[src/hdl/abp_pkg.sv]
// Shared constants, box type and overlap test for the AABB broadphase block.
`default_nettype none
package abp_pkg;

	// Store sizing
	localparam int MAX_BOXES  = 32;
	localparam int IDX_W      = $clog2(MAX_BOXES);
	localparam int CNT_W      = $clog2(MAX_BOXES + 1);

	// Result sizing
	localparam int RESULT_CAP = 32;
	localparam int CAP_W      = $clog2(RESULT_CAP + 1);
	localparam int OUT_IDX_W  = 5;

	// Coordinates are signed Q16.16
	localparam int COORD_W    = 32;

	// Operation codes
	localparam logic OP_CLEAR = 1'b0;
	localparam logic OP_ADD   = 1'b1;

	typedef logic signed [COORD_W-1:0] coord_t;

	typedef struct packed {
		coord_t min_x;
		coord_t min_y;
		coord_t min_z;
		coord_t max_x;
		coord_t max_y;
		coord_t max_z;
	} box_t;

	// Touching faces count as overlap on every axis
	function automatic logic boxes_overlap(box_t a, box_t b);
		logic sep_x;
		logic sep_y;
		logic sep_z;
		sep_x = ($signed(a.min_x) > $signed(b.max_x)) || ($signed(b.min_x) > $signed(a.max_x));
		sep_y = ($signed(a.min_y) > $signed(b.max_y)) || ($signed(b.min_y) > $signed(a.max_y));
		sep_z = ($signed(a.min_z) > $signed(b.max_z)) || ($signed(b.min_z) > $signed(a.max_z));
		return !(sep_x || sep_y || sep_z);
	endfunction

endpackage
`default_nettype wire

[src/hdl/abp_cell.sv]
// One cell of the box chain: holds one stored box and tests the passing probe.
`default_nettype none
module abp_cell (
	input  wire                 clk,
	input  wire                 arst_n,
	input  wire                 wr_en,
	input  wire abp_pkg::box_t  wr_box,
	input  wire abp_pkg::box_t  probe_in,
	input  wire                 token_in,
	input  wire                 enable,
	output abp_pkg::box_t       probe_out,
	output logic                token_out,
	output logic                hit
);

	abp_pkg::box_t store_q;
	abp_pkg::box_t probe_q;
	logic          token_q;

	// Load the stored box when this cell is the next free slot
	always_ff @(posedge clk) begin
		if (wr_en) begin
			store_q <= wr_box;
		end
	end

	// Advance the probe one cell per cycle
	always_ff @(posedge clk) begin
		probe_q <= probe_in;
	end

	// Advance the token; drop it once the run has ended
	always_ff @(posedge clk or negedge arst_n) begin
		if (!arst_n) begin
			token_q <= 1'b0;
		end else begin
			token_q <= token_in & enable;
		end
	end

	assign hit       = token_q & abp_pkg::boxes_overlap(store_q, probe_q);
	assign probe_out = probe_q;
	assign token_out = token_q;

endmodule
`default_nettype wire

[config.mk]
export PLATFORM = sky130hd
export DESIGN_NAME = abp_cell
export DESIGN_NICKNAME = d
export VERILOG_FILES = /design/src/hdl/abp_pkg.sv /design/src/hdl/abp_cell.sv
export SDC_FILE = /design/constraint.sdc
export NUM_CORES = 1
export LEC_CHECK = 0
export BUFFER_PORTS_ARGS = -buffer_cell sky130_fd_sc_hd__buf_2
export CORE_AREA = 2 2 224 226
export CTS_CLUSTER_SIZE = 25
export DETAILED_ROUTE_END_ITERATION = 8
export DIE_AREA = 0 0 226 228
export GPL_ROUTABILITY_DRIVEN = 0
export GPL_TIMING_DRIVEN = 0
export PLACE_DENSITY = 0.55
export SYNTH_ARGS = -nofsm -noshare
export SYNTH_HDL_FRONTEND = slang
export SYNTH_SLANG_ARGS = --single-unit
[constraint.sdc]
create_clock -name clk -period 3 [get_ports clk]
set_input_delay 0.6 -clock clk [delete_from_list [all_inputs] [get_ports clk]]
set_output_delay 0.6 -clock clk [all_outputs]
set_load 0.01 [all_outputs]
# == After elaboration in Yosys (flattened, before gate mapping) ==
# Index checks and enable logic that the tools add are counted.
# totals
regBits,385
output_inout_bits,194
# op_classes
magnitude_cmp,6
reduce_logical,6
n_bitwise,2
# op_table
cell,count
32-bit greater-than comparator,6
1-bit logical OR,5
1-bit bitwise AND,2
1-bit zero test,1

# == Longest topological paths before layout ==
# depth
ltp_word,6
depth_mapped,10

# == Worst setup path before layout ==
# No wires, ideal clock.
# synth_timing
path_kind,reg2out
startpoint,register probe_q (netlist bit probe_out[33])
endpoint,output port hit
slack_ps,82
t_arrival_ps,2318
stages_incl_launch_ff,11
t_required_ps,2400
cell_sequence,dfxtp_1 inv_1 ha_1 nor2b_1 o211ai_1 a211oi_1 o311a_1 nor4_2 mux2_4 a211oi_2 and4_1
# synth_via
elab_chain_len,6
# synth_lines
item,line_no,rtl
"start, declared",abp_cell.sv:17,abp_pkg::box_t probe_q;
"start signal, assigned",abp_cell.sv:29,probe_q <= probe_in;
32-bit greater-than comparator,abp_pkg.sv:39,sep_y = ($signed(a.min_y) > $signed(b.max_y)) || ($signed(b.min_y) > $signed(a.max_y));
1-bit logical OR,abp_pkg.sv:39,
1-bit logical OR (2 in a row),abp_pkg.sv:41,return !(sep_x || sep_y || sep_z);
1-bit zero test,abp_pkg.sv:41,
1-bit bitwise AND,abp_cell.sv:41,"assign hit = token_q & abp_pkg::boxes_overlap(store_q, probe_q);"
"end, declared",abp_cell.sv:13,output logic hit
# No other way between the ends.

# == Worst setup path in the final report ==
# Same ends and word-level chain as after synthesis.

==> results.sh <==
export IMPL_outcome="finished with violations"
export IMPL_violations="setup timing"
export IMPL_arrival_ns=3.32
export IMPL_required_ns=2.40
export IMPL_dieArea_mm2=0.05153
export IMPL_seq_area_frac_synth_pct=66.23
export IMPL_drive_gt1_share_pct=38.63
export IMPL_worstSetupPathType="register to primary output"
export IMPL_synth_cell_types=47
export IMPL_path_max_fanout=2
export IMPL_cts_num_sinks=385
export IMPL_cts_tree="done"
export IMPL_finalHoldViolCount=0
export IMPL_relSlewSlack_pct=49.48
export IMPL_startpoint_type="register"
export IMPL_setup_tns_ns=-0.9230
export IMPL_power_density_mw_per_mm2=629.3
export IMPL_syn_nets=1640
export IMPL_finalCoreUtilization_pct=40.13
export IMPL_io_buffers=582
export IMPL_root_buffer="clkbuf_16"
export IMPL_hold_slack_ns=0.1429
export IMPL_areaGrowthSynthToFinish_pct=36.12
export IMPL_drt_total_wl_um=40700
export IMPL_grt_ovfl_total=0
export IMPL_finalNonFillerCells=2401
export IMPL_path_cells="inv_1 -> ha_1 -> nor2b_1 -> o211ai_1 -> a211oi_2 -> o311a_1 -> nor4_2 -> mux2_4 -> a211oi_4 -> and4_1 -> buf_6"
export IMPL_drv_slew=0
export IMPL_synth_area_per_cell_um2=13.74
export IMPL_dp_hpwl_um=33180
export IMPL_setup_viol=1
export IMPL_vias=10169
export IMPL_yosys_warnings=0
export IMPL_nets=2271
export IMPL_pin_count=583
export IMPL_synth_edff_count=192
export IMPL_worst_pin_slew_ns=0.7577
export IMPL_drv_cap=0
export IMPL_cts_reportedPaths_clkPinSlew_ns=0.06
export IMPL_fmax_mhz=254.9
export IMPL_ys_ff_latch=385
export IMPL_fp_row_count=82
export IMPL_fin_ws_ns=-0.9230
export IMPL_cp_end_kind="primary output"
export IMPL_first_iter_violations=282
export IMPL_drtAntennaViolNets=0
export IMPL_start_util_pct=29.48
export IMPL_grt_pass1_vias=10945
export IMPL_rsz0062_at_grt="yes"
export IMPL_grt_first_pass_wirelength_um=60710
export IMPL_async_flop_share_pct=0.2597
export IMPL_fp_coreArea_mm2=0.04935
export IMPL_via_per_inst=4.235
export IMPL_hold_class="input pin to register"
export IMPL_timing_final_crit_share_pct=130.8
export IMPL_antenna_found_initial=13
export IMPL_drc=0
export IMPL_cts_buffer_depth=3
export IMPL_fin_crit_ns=3.923
export IMPL_p_leak_nw=9.797
export IMPL_postSynthCellCount=1059
export IMPL_vdd_drop_max_mv=0.4574
export IMPL_die_h_um=228
export IMPL_numCtsBuffers=44
export IMPL_drt_pass1_iter_count=4
export IMPL_die_w_um=226
export IMPL_wl_per_cell_um=16.95
export IMPL_grt_usage_pct=15.68
export IMPL_synth_area_mm2=0.01455
export IMPL_synth_ff_type="edfxtp_1"
export IMPL_htree_levels=2
export IMPL_cpPeakStageDelay_ns=0.39
export IMPL_grt_max_degree=107
export IMPL_slowest_stage="o311a_1"
export IMPL_dp_cells=2314
worst max-delay path, delay by kind of cell (launching register included):
kind,cells,cell delay [ns]
simple gates,3,0.59
flops,1,0.37
compound gates,4,0.99
buf+inv,2,0.17
mux,1,0.36
fa+ha+maj,1,0.29
where the power goes:
group | total (mW) | leakage, nW | internal, mW | switching, mW
Clock | 5.13 | 0.680 | 2.97 | 2.16
Combinational | 1.26 | 5.60 | 0.612 | 0.649
Sequential | 6.07 | 3.51 | 5.90 | 0.171
cells in the mapped netlist (9+ instances only):
master / n / area [um^2]
nand4_1: 40 / 250.2
edfxtp_1: 192 / 5766
nor2_1: 9 / 33.78
nand2_1: 27 / 101.4
nor3_1: 11 / 55.05
inv_1: 195 / 732.0
nand3_1: 19 / 95.09
dfxtp_1: 192 / 3844
a21oi_1: 56 / 280.3
ha_1: 192 / 2402
a21o_1: 44 / 330.3
o21ai_0: 13 / 65.06
cells in the final DEF (no fill, tap or decap), drive strengths merged, types with 3 or more instances in the layout:
| master | Yosys | layout |
|---|---|---|
| nand2 | 27 | 27 |
| clkbuf | 0 | 56 |
| o21ai | 13 | 13 |
| clkinv | 0 | 13 |
| o211ai | 7 | 7 |
| edfxtp | 192 | 192 |
| ha | 192 | 192 |
| a211oi | 6 | 6 |
| nand4 | 41 | 41 |
| nand3 | 19 | 19 |
| and4 | 6 | 6 |
| and2 | 3 | 3 |
| dfxtp | 192 | 192 |
| nor2b | 7 | 7 |
| o21a | 3 | 3 |
| buf | 0 | 584 |
| mux2i | 3 | 3 |
| a221oi | 4 | 4 |
| clkinvlp | 0 | 4 |
| nor2 | 9 | 9 |
| a21o | 44 | 44 |
| a21oi | 56 | 56 |
| nor3 | 11 | 11 |
| nor4 | 4 | 4 |
| inv | 195 | 201 |
| diode | 0 | 5 |
repair_timing:
| item | CTS | global route |
|---|---|---|
| pin swaps | 2 | 0 |
| hold endpoints to repair | 1 | 0 |
| setup endpoints to repair | 1 | 1 |
| buffers inserted | 1 | 0 |
| gates resized for setup | 11 | 1 |
| hold buffers | 1 | 0 |
path summary, 6_finish.rpt:
check / start / to / slack [ns] / cells past startpoint
max: probe_out[33] / hit / -0.92 / 11
min: probe_in[118] / probe_out[118] / 0.14 / 1
max in group asynchronous: arst_n / token_out / 2.56 / 2
min in group asynchronous: arst_n / token_out / 0.35 / 2
registers in the layout, summed over array words and instances (netlist names):
name,cells
probe_out,192
store_q,192
token_out,1
through the flow:
stage / total power, mW / instance area, um^2 / setup slack, ns
final: 12.46 / 19800 / -0.9230
after global routing: 13.08 / 19800 / -1.166
after CTS: 12.67 / 19790 / -1.078
after detailed placement: 7.451 / 18340 / -0.7840
after global placement: 7.424 / 18300 / -1.500
after floorplan: 6.749 / 14550 / 0.08190
layout make-up:
class	instances	area [um^2]
inverters	195	732.0
well taps	672	840.8
diodes	5	12.51
flip-flops and latches	385	9642
clock buffers	56	1219
multi-input cells	479	4214
repair buffers	585	2978
clock inverters	24	165.2
fillers	4797	29550
cells by family after synthesis:
family	share of synthesized area, %
adder cells (fa/ha/maj)	16.51
multiplexers	0.3870
flip-flops	66.23
AO/OA/AOI/OAI	6.623
buffers and inverters	5.031
AND/OR/NAND/NOR	5.221
layer usage:
layer  GRT usage [%]  vias to the layer above  wire length (um)
met5               0                        -                93
met1           18.15                     4734             16400
met4           4.408                       16               694
met2           28.05                      313             20680
met3           4.418                       63              2827
li1                -                     5043                 -
(Power assumes the default switching activity.)
